[config.mk]
export PLATFORM = sky130hd
export DESIGN_NAME = lups_ctrl
export DESIGN_NICKNAME = d
export VERILOG_FILES = /design/src/design/lups_pkg.sv /design/src/design/lups_ctrl.sv
export SDC_FILE = /design/constraint.sdc
export NUM_CORES = 1
export LEC_CHECK = 0
export ABC_AREA = 1
export BUFFER_PORTS_ARGS = -buffer_cell sky130_fd_sc_hd__buf_2
export CAP_MARGIN = 15
export CORE_ASPECT_RATIO = 0.7
export CORE_MARGIN = 1.5
export CORE_UTILIZATION = 58
export CTS_BUF_LIST = sky130_fd_sc_hd__clkbuf_4 sky130_fd_sc_hd__clkbuf_8
export CTS_CLUSTER_DIAMETER = 60
export DETAILED_ROUTE_END_ITERATION = 12
export PLACE_DENSITY = 0.89
export SETUP_SLACK_MARGIN = 0.3
export SKIP_CTS_REPAIR_TIMING = 1
export SLEW_MARGIN = 20
export SYNTH_ARGS = -nofsm -noshare
export SYNTH_HDL_FRONTEND = slang
export SYNTH_SLANG_ARGS = --single-unit
[constraint.sdc]
create_clock -name aclk -period 6.7 [get_ports aclk]
set_input_delay 0.335 -clock aclk [delete_from_list [all_inputs] [get_ports aclk]]
set_output_delay 0.335 -clock aclk [all_outputs]
set_load 0.05 [all_outputs]
[src/design/lups_pkg.sv]
`default_nettype none
package lups_pkg;

    localparam int MAX_N     = 8;
    localparam int FRAC_BITS = 16;
    localparam int COLS      = MAX_N + 1;
    localparam int MEM_DEPTH = MAX_N * COLS;
    localparam int ADDR_W    = $clog2(MEM_DEPTH);
    localparam int ROW_W     = $clog2(MAX_N);
    localparam int CNT_W     = $clog2(MAX_N + 1);
    localparam int COL_W     = 4;
    localparam int SIZE_W    = 4;
    localparam int THR_W     = 31;
    localparam int DATA_W    = 32;
    localparam int ACC_W     = DATA_W + ROW_W;
    localparam int CFG_IDX_W = 1;

    localparam logic [CFG_IDX_W-1:0] REG_MATRIX_SIZE     = CFG_IDX_W'(0);
    localparam logic [CFG_IDX_W-1:0] REG_PIVOT_THRESHOLD = CFG_IDX_W'(1);

    typedef logic [4:0] op_t;

    localparam op_t OP_NOP       = 5'd0;
    localparam op_t OP_LOAD      = 5'd1;
    localparam op_t OP_CP_WR     = 5'd2;
    localparam op_t OP_INIT      = 5'd3;
    localparam op_t OP_BEST_INIT = 5'd4;
    localparam op_t OP_BEST_CMP  = 5'd5;
    localparam op_t OP_TMP       = 5'd6;
    localparam op_t OP_WR_Q      = 5'd7;
    localparam op_t OP_WR_TMP    = 5'd8;
    localparam op_t OP_PERM_SWAP = 5'd9;
    localparam op_t OP_PIV       = 5'd10;
    localparam op_t OP_DIV_F     = 5'd11;
    localparam op_t OP_F_LD      = 5'd12;
    localparam op_t OP_MUL_F     = 5'd13;
    localparam op_t OP_ELIM_WR   = 5'd14;
    localparam op_t OP_ACC_CLR   = 5'd15;
    localparam op_t OP_MUL_SOL   = 5'd16;
    localparam op_t OP_ACC_ADD   = 5'd17;
    localparam op_t OP_BSUB      = 5'd18;
    localparam op_t OP_DIV_X     = 5'd19;
    localparam op_t OP_SOL_WR    = 5'd20;
    localparam op_t OP_DET_INIT  = 5'd21;
    localparam op_t OP_MUL_DET   = 5'd22;
    localparam op_t OP_DET_UPD   = 5'd23;
    localparam op_t OP_DET_SIGN  = 5'd24;
    localparam op_t OP_OUT       = 5'd25;
    localparam op_t OP_OUT_SING  = 5'd26;

    typedef struct packed {
        op_t               op;
        logic              rd_w;
        logic              rd_a;
        logic [ADDR_W-1:0] raddr;
        logic [ADDR_W-1:0] waddr;
        logic [ROW_W-1:0]  k;
        logic [ROW_W-1:0]  p;
        logic [ROW_W-1:0]  idx;
        logic              last;
        logic [THR_W-1:0]  thr;
    } cmd_t;

    typedef struct packed {
        logic mag_gt;
        logic below_thr;
        logic div_done;
    } stat_t;

    localparam logic signed [63:0] S32_MAX = 64'sh0000_0000_7fff_ffff;
    localparam logic signed [63:0] S32_MIN = -64'sh0000_0000_8000_0000;

    function automatic logic signed [DATA_W-1:0] sat32(input logic signed [63:0] v);
        if (v > S32_MAX) begin
            sat32 = S32_MAX[DATA_W-1:0];
        end else if (v < S32_MIN) begin
            sat32 = S32_MIN[DATA_W-1:0];
        end else begin
            sat32 = v[DATA_W-1:0];
        end
    endfunction

    // Round half up, then floor shift by the fraction width.
    function automatic logic signed [DATA_W-1:0] rnd_mul(input logic signed [63:0] p);
        logic signed [63:0] t;
        t = p + (64'sd1 <<< (FRAC_BITS - 1));
        rnd_mul = sat32(t >>> FRAC_BITS);
    endfunction

    function automatic logic [DATA_W:0] mag32(input logic signed [DATA_W-1:0] v);
        logic signed [DATA_W:0] e;
        e = {v[DATA_W-1], v};
        mag32 = e[DATA_W] ? -e : e;
    endfunction

    function automatic logic [ADDR_W-1:0] maddr(input logic [CNT_W-1:0] r,
                                                input logic [CNT_W-1:0] c);
        logic [ADDR_W-1:0] rr;
        rr = ADDR_W'(r);
        maddr = rr * ADDR_W'(COLS) + ADDR_W'(c);
    endfunction

endpackage
`default_nettype wire

[src/design/lups_ctrl.sv]
`default_nettype none
module lups_ctrl (
    input  wire logic                             aclk,
    input  wire logic                             aresetn,
    input  wire logic                             s_valid,
    output logic                                  s_ready,
    input  wire logic [lups_pkg::ROW_W-1:0]       s_row_index,
    input  wire logic [lups_pkg::COL_W-1:0]       s_col_index,
    input  wire logic                             s_last_element,
    output logic                                  m_valid,
    input  wire logic                             m_ready,
    input  wire logic                             cfg_we,
    input  wire logic [lups_pkg::CFG_IDX_W-1:0]   cfg_addr,
    input  wire logic [lups_pkg::THR_W-1:0]       cfg_wdata,
    output lups_pkg::cmd_t                        cmd,
    input  wire lups_pkg::stat_t                  stat
);
    import lups_pkg::*;

    localparam logic [4:0] S_IDLE     = 5'd0;
    localparam logic [4:0] S_INIT     = 5'd1;
    localparam logic [4:0] S_CP_RD    = 5'd2;
    localparam logic [4:0] S_CP_WR    = 5'd3;
    localparam logic [4:0] S_PV_RD    = 5'd4;
    localparam logic [4:0] S_PV_INIT  = 5'd5;
    localparam logic [4:0] S_PV_NEXT  = 5'd6;
    localparam logic [4:0] S_PV_CMP   = 5'd7;
    localparam logic [4:0] S_PV_CHK   = 5'd8;
    localparam logic [4:0] S_SW_RDK   = 5'd9;
    localparam logic [4:0] S_SW_TMP   = 5'd10;
    localparam logic [4:0] S_SW_WK    = 5'd11;
    localparam logic [4:0] S_SW_WP    = 5'd12;
    localparam logic [4:0] S_SW_PERM  = 5'd13;
    localparam logic [4:0] S_PIV_RD   = 5'd14;
    localparam logic [4:0] S_PIV_LD   = 5'd15;
    localparam logic [4:0] S_EL_ROW   = 5'd16;
    localparam logic [4:0] S_EL_DIV   = 5'd17;
    localparam logic [4:0] S_EL_DWAIT = 5'd18;
    localparam logic [4:0] S_EL_RDK   = 5'd19;
    localparam logic [4:0] S_EL_MUL   = 5'd20;
    localparam logic [4:0] S_EL_WR    = 5'd21;
    localparam logic [4:0] S_BS_INIT  = 5'd22;
    localparam logic [4:0] S_BS_NEXT  = 5'd23;
    localparam logic [4:0] S_BS_MUL   = 5'd24;
    localparam logic [4:0] S_BS_ACC   = 5'd25;
    localparam logic [4:0] S_BS_SUB   = 5'd26;
    localparam logic [4:0] S_BS_DIV   = 5'd27;
    localparam logic [4:0] S_BS_DWAIT = 5'd28;
    localparam logic [4:0] S_DT_INIT  = 5'd29;
    localparam logic [4:0] S_DT_RD    = 5'd30;
    localparam logic [4:0] S_DT_MUL   = 5'd31;

    // Determinant update, sign and output states live in a second code group.
    logic             grp_reg, grp_next;
    localparam logic [4:0] S2_DT_UPD   = 5'd0;
    localparam logic [4:0] S2_DT_SIGN  = 5'd1;
    localparam logic [4:0] S2_OUT_LD   = 5'd2;
    localparam logic [4:0] S2_OUT_WAIT = 5'd3;

    logic [4:0]        state_reg, state_next;
    logic [CNT_W-1:0]  k_reg, k_next, i_reg, i_next, j_reg, j_next, p_reg, p_next;
    logic [ADDR_W-1:0] cnt_reg, cnt_next;
    logic              out_last_reg, out_last_next;
    logic [SIZE_W-1:0] size_reg;
    logic [THR_W-1:0]  thr_reg;
    logic [CNT_W-1:0]  n;
    logic [CNT_W-1:0]  n_m1;
    logic              load_ok;
    logic              out_wait;

    always_comb begin
        if (size_reg == '0) begin
            n = CNT_W'(1);
        end else if (size_reg > SIZE_W'(MAX_N)) begin
            n = CNT_W'(MAX_N);
        end else begin
            n = CNT_W'(size_reg);
        end
        n_m1    = n - CNT_W'(1);
        load_ok = (5'(s_row_index) < 5'(n)) && (5'(s_col_index) <= 5'(n));
        out_wait = grp_reg && (state_reg == S2_OUT_WAIT);
    end

    always_comb begin
        state_next    = state_reg;
        grp_next      = grp_reg;
        k_next        = k_reg;
        i_next        = i_reg;
        j_next        = j_reg;
        p_next        = p_reg;
        cnt_next      = cnt_reg;
        out_last_next = out_last_reg;
        cmd           = '0;
        cmd.thr       = thr_reg;
        cmd.k         = k_reg[ROW_W-1:0];
        cmd.p         = p_reg[ROW_W-1:0];
        s_ready       = 1'b0;
        m_valid       = out_wait;
        if (!grp_reg) begin
            case (state_reg)
                S_IDLE: begin
                    s_ready = 1'b1;
                    if (s_valid) begin
                        if (load_ok) begin
                            cmd.op    = OP_LOAD;
                            cmd.waddr = maddr(CNT_W'(s_row_index), CNT_W'(s_col_index));
                        end
                        if (s_last_element) begin
                            state_next = S_INIT;
                        end
                    end
                end
                S_INIT: begin
                    cmd.op     = OP_INIT;
                    cnt_next   = '0;
                    state_next = S_CP_RD;
                end
                S_CP_RD: begin
                    cmd.rd_a   = 1'b1;
                    cmd.raddr  = cnt_reg;
                    state_next = S_CP_WR;
                end
                S_CP_WR: begin
                    cmd.op    = OP_CP_WR;
                    cmd.waddr = cnt_reg;
                    if (cnt_reg == ADDR_W'(MEM_DEPTH - 1)) begin
                        k_next     = '0;
                        state_next = S_PV_RD;
                    end else begin
                        cnt_next   = cnt_reg + ADDR_W'(1);
                        state_next = S_CP_RD;
                    end
                end
                S_PV_RD: begin
                    cmd.rd_w   = 1'b1;
                    cmd.raddr  = maddr(k_reg, k_reg);
                    i_next     = k_reg + CNT_W'(1);
                    state_next = S_PV_INIT;
                end
                S_PV_INIT: begin
                    cmd.op     = OP_BEST_INIT;
                    p_next     = k_reg;
                    state_next = S_PV_NEXT;
                end
                S_PV_NEXT: begin
                    if (i_reg < n) begin
                        cmd.rd_w   = 1'b1;
                        cmd.raddr  = maddr(i_reg, k_reg);
                        state_next = S_PV_CMP;
                    end else begin
                        state_next = S_PV_CHK;
                    end
                end
                S_PV_CMP: begin
                    cmd.op = OP_BEST_CMP;
                    if (stat.mag_gt) begin
                        p_next = i_reg;
                    end
                    i_next     = i_reg + CNT_W'(1);
                    state_next = S_PV_NEXT;
                end
                S_PV_CHK: begin
                    if (stat.below_thr) begin
                        cmd.op        = OP_OUT_SING;
                        out_last_next = 1'b1;
                        grp_next      = 1'b1;
                        state_next    = S2_OUT_WAIT;
                    end else if (p_reg != k_reg) begin
                        j_next     = '0;
                        state_next = S_SW_RDK;
                    end else begin
                        state_next = S_PIV_RD;
                    end
                end
                S_SW_RDK: begin
                    cmd.rd_w   = 1'b1;
                    cmd.raddr  = maddr(k_reg, j_reg);
                    state_next = S_SW_TMP;
                end
                S_SW_TMP: begin
                    cmd.op     = OP_TMP;
                    cmd.rd_w   = 1'b1;
                    cmd.raddr  = maddr(p_reg, j_reg);
                    state_next = S_SW_WK;
                end
                S_SW_WK: begin
                    cmd.op     = OP_WR_Q;
                    cmd.waddr  = maddr(k_reg, j_reg);
                    state_next = S_SW_WP;
                end
                S_SW_WP: begin
                    cmd.op    = OP_WR_TMP;
                    cmd.waddr = maddr(p_reg, j_reg);
                    if (j_reg == n) begin
                        state_next = S_SW_PERM;
                    end else begin
                        j_next     = j_reg + CNT_W'(1);
                        state_next = S_SW_RDK;
                    end
                end
                S_SW_PERM: begin
                    cmd.op     = OP_PERM_SWAP;
                    state_next = S_PIV_RD;
                end
                S_PIV_RD: begin
                    cmd.rd_w   = 1'b1;
                    cmd.raddr  = maddr(k_reg, k_reg);
                    state_next = S_PIV_LD;
                end
                S_PIV_LD: begin
                    cmd.op     = OP_PIV;
                    i_next     = k_reg + CNT_W'(1);
                    state_next = S_EL_ROW;
                end
                S_EL_ROW: begin
                    if (i_reg < n) begin
                        cmd.rd_w   = 1'b1;
                        cmd.raddr  = maddr(i_reg, k_reg);
                        state_next = S_EL_DIV;
                    end else if (k_reg == n_m1) begin
                        i_next     = n_m1;
                        state_next = S_BS_INIT;
                    end else begin
                        k_next     = k_reg + CNT_W'(1);
                        state_next = S_PV_RD;
                    end
                end
                S_EL_DIV: begin
                    cmd.op     = OP_DIV_F;
                    state_next = S_EL_DWAIT;
                end
                S_EL_DWAIT: begin
                    if (stat.div_done) begin
                        cmd.op     = OP_F_LD;
                        j_next     = k_reg + CNT_W'(1);
                        state_next = S_EL_RDK;
                    end
                end
                S_EL_RDK: begin
                    cmd.rd_w   = 1'b1;
                    cmd.raddr  = maddr(k_reg, j_reg);
                    state_next = S_EL_MUL;
                end
                S_EL_MUL: begin
                    cmd.op     = OP_MUL_F;
                    cmd.rd_w   = 1'b1;
                    cmd.raddr  = maddr(i_reg, j_reg);
                    state_next = S_EL_WR;
                end
                S_EL_WR: begin
                    cmd.op    = OP_ELIM_WR;
                    cmd.waddr = maddr(i_reg, j_reg);
                    if (j_reg == n) begin
                        i_next     = i_reg + CNT_W'(1);
                        state_next = S_EL_ROW;
                    end else begin
                        j_next     = j_reg + CNT_W'(1);
                        state_next = S_EL_RDK;
                    end
                end
                S_BS_INIT: begin
                    cmd.op     = OP_ACC_CLR;
                    j_next     = i_reg + CNT_W'(1);
                    state_next = S_BS_NEXT;
                end
                S_BS_NEXT: begin
                    cmd.rd_w = 1'b1;
                    if (j_reg < n) begin
                        cmd.raddr  = maddr(i_reg, j_reg);
                        state_next = S_BS_MUL;
                    end else begin
                        cmd.raddr  = maddr(i_reg, n);
                        state_next = S_BS_SUB;
                    end
                end
                S_BS_MUL: begin
                    cmd.op     = OP_MUL_SOL;
                    cmd.idx    = j_reg[ROW_W-1:0];
                    state_next = S_BS_ACC;
                end
                S_BS_ACC: begin
                    cmd.op     = OP_ACC_ADD;
                    j_next     = j_reg + CNT_W'(1);
                    state_next = S_BS_NEXT;
                end
                S_BS_SUB: begin
                    cmd.op     = OP_BSUB;
                    cmd.rd_w   = 1'b1;
                    cmd.raddr  = maddr(i_reg, i_reg);
                    state_next = S_BS_DIV;
                end
                S_BS_DIV: begin
                    cmd.op     = OP_DIV_X;
                    state_next = S_BS_DWAIT;
                end
                S_BS_DWAIT: begin
                    if (stat.div_done) begin
                        cmd.op  = OP_SOL_WR;
                        cmd.idx = i_reg[ROW_W-1:0];
                        if (i_reg == '0) begin
                            state_next = S_DT_INIT;
                        end else begin
                            i_next     = i_reg - CNT_W'(1);
                            state_next = S_BS_INIT;
                        end
                    end
                end
                S_DT_INIT: begin
                    cmd.op     = OP_DET_INIT;
                    i_next     = '0;
                    state_next = S_DT_RD;
                end
                S_DT_RD: begin
                    cmd.rd_w   = 1'b1;
                    cmd.raddr  = maddr(i_reg, i_reg);
                    state_next = S_DT_MUL;
                end
                S_DT_MUL: begin
                    cmd.op     = OP_MUL_DET;
                    grp_next   = 1'b1;
                    state_next = S2_DT_UPD;
                end
                default: begin
                    state_next = S_IDLE;
                end
            endcase
        end else begin
            case (state_reg)
                S2_DT_UPD: begin
                    cmd.op = OP_DET_UPD;
                    if (i_reg == n_m1) begin
                        state_next = S2_DT_SIGN;
                    end else begin
                        i_next     = i_reg + CNT_W'(1);
                        grp_next   = 1'b0;
                        state_next = S_DT_RD;
                    end
                end
                S2_DT_SIGN: begin
                    cmd.op     = OP_DET_SIGN;
                    i_next     = '0;
                    state_next = S2_OUT_LD;
                end
                S2_OUT_LD: begin
                    cmd.op        = OP_OUT;
                    cmd.idx       = i_reg[ROW_W-1:0];
                    cmd.last      = (i_reg == n_m1);
                    out_last_next = (i_reg == n_m1);
                    state_next    = S2_OUT_WAIT;
                end
                S2_OUT_WAIT: begin
                    if (m_ready) begin
                        if (out_last_reg) begin
                            grp_next   = 1'b0;
                            state_next = S_IDLE;
                        end else begin
                            i_next     = i_reg + CNT_W'(1);
                            state_next = S2_OUT_LD;
                        end
                    end
                end
                default: begin
                    grp_next   = 1'b0;
                    state_next = S_IDLE;
                end
            endcase
        end
    end

    always_ff @(posedge aclk) begin
        if (!aresetn) begin
            state_reg    <= S_IDLE;
            grp_reg      <= 1'b0;
            out_last_reg <= 1'b0;
            size_reg     <= SIZE_W'(8);
            thr_reg      <= THR_W'(1);
        end else begin
            state_reg    <= state_next;
            grp_reg      <= grp_next;
            out_last_reg <= out_last_next;
            if (cfg_we) begin
                case (cfg_addr)
                    REG_MATRIX_SIZE:     size_reg <= cfg_wdata[SIZE_W-1:0];
                    REG_PIVOT_THRESHOLD: thr_reg <= cfg_wdata;
                    default: ;
                endcase
            end
        end
    end

    always_ff @(posedge aclk) begin
        k_reg   <= k_next;
        i_reg   <= i_next;
        j_reg   <= j_next;
        p_reg   <= p_next;
        cnt_reg <= cnt_next;
    end

`ifndef SYNTHESIS
    a_no_overlap: assert property (@(posedge aclk) disable iff (!aresetn)
        !(s_ready && m_valid))
        else $error("input ready while a result is offered");

    a_solve_blocks: assert property (@(posedge aclk) disable iff (!aresetn)
        (s_valid && s_ready && s_last_element) |=> !s_ready)
        else $error("input still ready after the final element");

    a_last_to_idle: assert property (@(posedge aclk) disable iff (!aresetn)
        (m_valid && m_ready && out_last_reg) |=> (s_ready && !m_valid))
        else $error("controller did not return to idle after the last result");

    a_pivot_range: assert property (@(posedge aclk) disable iff (!aresetn)
        (!grp_reg && state_reg == S_SW_PERM) |-> (p_reg > k_reg && p_reg < n))
        else $error("row swap with an invalid pivot row");
`endif

endmodule
`default_nettype wire

==> impl_metrics.toml <==
[status]
status = "completed"

[clock_network]
clock_latency_ns = 0.36
root_buffer = "clkbuf_8"
clk_pin_slew_ns = 0.09
clock-sinks = 65
cts_tree = "yes"
cts_max_path_buffers = 2
cts_buffers = 9
h-tree-depth = 3

[sta]
slew-limit-headroom = 0.317
setup_viol = 0
drv_slew = 0
clock-skew-final_ns = 0.00760
worst_slack_ns = 2.80
worst_slew_pin_slew_ns = 1.02
final_hold_viol_count = 0
fin_setup_tns_ns = 0
grt_setup_unrepaired = "false"
finalCritPeriodShare = 0.581
fmax_ghz = 0.257
fin_crit_ns = 3.90

[floorplan]
initial_core_util = 0.596
row_count = 32
die_x_um = 130
pin_count = 112
die_h_um = 92.2
core_area_um2 = 11100
die_area_um2 = 12000

[route]
drtIter0Drc = 1158
vias = 7694
vias_per_cell = 6.11
routed_wl_mm = 24.2
drcViolationCount = 0
drt-pass1-iter-count = 6
drtAntennaViolNets = 0
post_drt_wl_per_cell_um = 19.2

[power_and_ir_drop]
leakage_uw = 0.00383
power_density_nw_per_um2 = 295
irDropWorstVdd_mv = 0.170

[yosys]
synthCells = 1011
synth_top_area_frac = 0.128
yosysSeqAreaShare = 0.232
avgSynthCellArea_um2 = 6.52
synth-async-reset-ratio = 0
synthTopCellsByCount = "201 x nand2_1, 154 x nor2_1, 115 x inv_1, 84 x nand3_1, 76 x o21ai_0"
synth-main-ff-cell = "dfxtp_1"
synth_area_leader_cell = "dfxtp_1"
yosysMostFrequentCell = "nand2_1"
ys_seq_elements = 65
yosys_warnings = 0
syn_area_um2 = 6590
synth_area_leaders = "dfxtp_1 13%, ha_1 12%, nand2_1 11%"
ys_types = 44
synth_nets = 1128
synth-edff-count = 23

[global_routing]
grt_max_degree = 40
grt_pass1_wl_mm = 36.6
antenna_found_initial = 1
grt_overflow = 0
grt_pass1_vias = 6717
grtUsageTotal = 0.404

[final_layout]
nNetsFinal = 1218
syn2layout_area_growth_pct = 12.2
drive_gt1_frac = 0.144
final_cells = 1259
finish.utilization = 0.669
n_antenna_cell = 0
largest_reg_flops = 31

[worst_setup_path]
cp.required_ns = 6.36
critPathMaxFanout = 17
end_kind = "output pin"
crit_type = "register to output pin"
cp-start-kind = "register"
cp.arrival_ns = 3.56

[place]
post-place-ws_ns = 3.36
gp_congestion = 1.06
dp.cells = 1243
dp_hpwl_mm = 19.1
port_buffers = 111

[flow_run]
maxCapViolations = 0

[min_path]
hold_class = "input pin to register"
[kinds of logic (layout without fill, tap and decap cells)]
| kind of cell | count (synthesis) | in the layout | share of synthesized area |
|---|---|---|---|
| AND/OR/NAND/NOR | 510 | 510 | 0.340 |
| AO/OA/AOI/OAI | 180 | 180 | 0.154 |
| buffers and inverters | 157 | 252 | 0.0952 |
| adder cells (fa/ha/maj) | 69 | 69 | 0.138 |
| flip-flops | 65 | 65 | 0.232 |
| XOR/XNOR | 30 | 30 | 0.0399 |
[final timing paths]
path                               endpoint          from  cells after the start  slack [ns]
worst max-delay path                cmd[45]      k_reg[0]                     14        2.80
worst min-delay path             thr_reg[0]  cfg_wdata[0]                      3        0.18
worst max register to register     j_reg[2]  state_reg[4]                      6        3.62
worst min register to register  thr_reg[28]   thr_reg[28]                      2        0.48
[layout make-up]
class | count | area (um^2)
clock buffer | 9 | 124
tap | 153 | 191
inverter | 124 | 465
sequential | 65 | 1530
clock inverter | 7 | 85.1
timing repair buffer | 112 | 563
fill | 1053 | 3660
multi-input combinational | 789 | 4430
[layout by cell type (no fill, tap or decap), types with 2 or more instances in the layout]
master    netlist  layout
nor2_1        154     154
o21bai_1        3       3
buf_2           3     111
nand3_2         4       4
dfxtp_1        42      42
nand4_1        27      27
o21ai_0        76      76
nand2_1       201     201
inv_2           8       8
clkinv_4        0       3
nor4_1          8       8
edfxtp_1       23      23
or2_2           5       5
a21oi_1        53      53
o21a_1          2       2
a22oi_1         8       8
nor3_1         11      11
nand3_1        84      84
o22ai_1        15      15
o221ai_1        3       3
nand3b_1        2       2
xor2_1         16      16
or2_1           2       2
nor2_2          4       4
clkbuf_8        0       9
ha_1           63      63
a21oi_2         2       2
fa_1            6       6
inv_1         115     115
nand2_2         2       2
xnor2_1        14      14
nor2_4          3       3
o211ai_1       10      10
a41oi_1         3       3
inv_6           0       2
[metrics by stage]
| step | power (uW) | cell area, um^2 | hold WS [ns] |
|---|---|---|---|
| 2_1_floorplan | 1440 | 6590 | 0.445 |
| 3_3_place_gp | 1770 | 7180 | 0.456 |
| 3_5_place_dp | 1770 | 7180 | 0.465 |
| 4_1_cts | 2130 | 7390 | 0.173 |
| 5_1_grt | 2280 | 7390 | 0.199 |
| 6_report | 2180 | 7390 | 0.180 |
[power breakdown]
part	switching [uW]	internal (uW)
clock network	182	179
logic	896	343
registers	103	474
total	1180	996
[critical path, cell delays in order, from the launching register on]
cell      delay, ns
edfxtp_1       0.79
inv_1          0.29
ha_1           0.39
inv_1          0.06
ha_1           0.34
a21oi_1        0.16
nand2_1        0.11
xor2_1         0.26
nand2_1        0.08
o21ai_0        0.08
nor2_1         0.11
o21ai_0        0.11
inv_1          0.06
nor2_1         0.08
buf_2          0.27
[per-layer routing]
metal,up-vias,share of wire,track usage
met5,-,0.00095,0
met4,2,0.026,0.102
met3,64,0.16,0.151
met2,598,0.39,0.548
met1,3454,0.42,0.593
li1,3576,-,-
(Power assumes the default switching activity.)
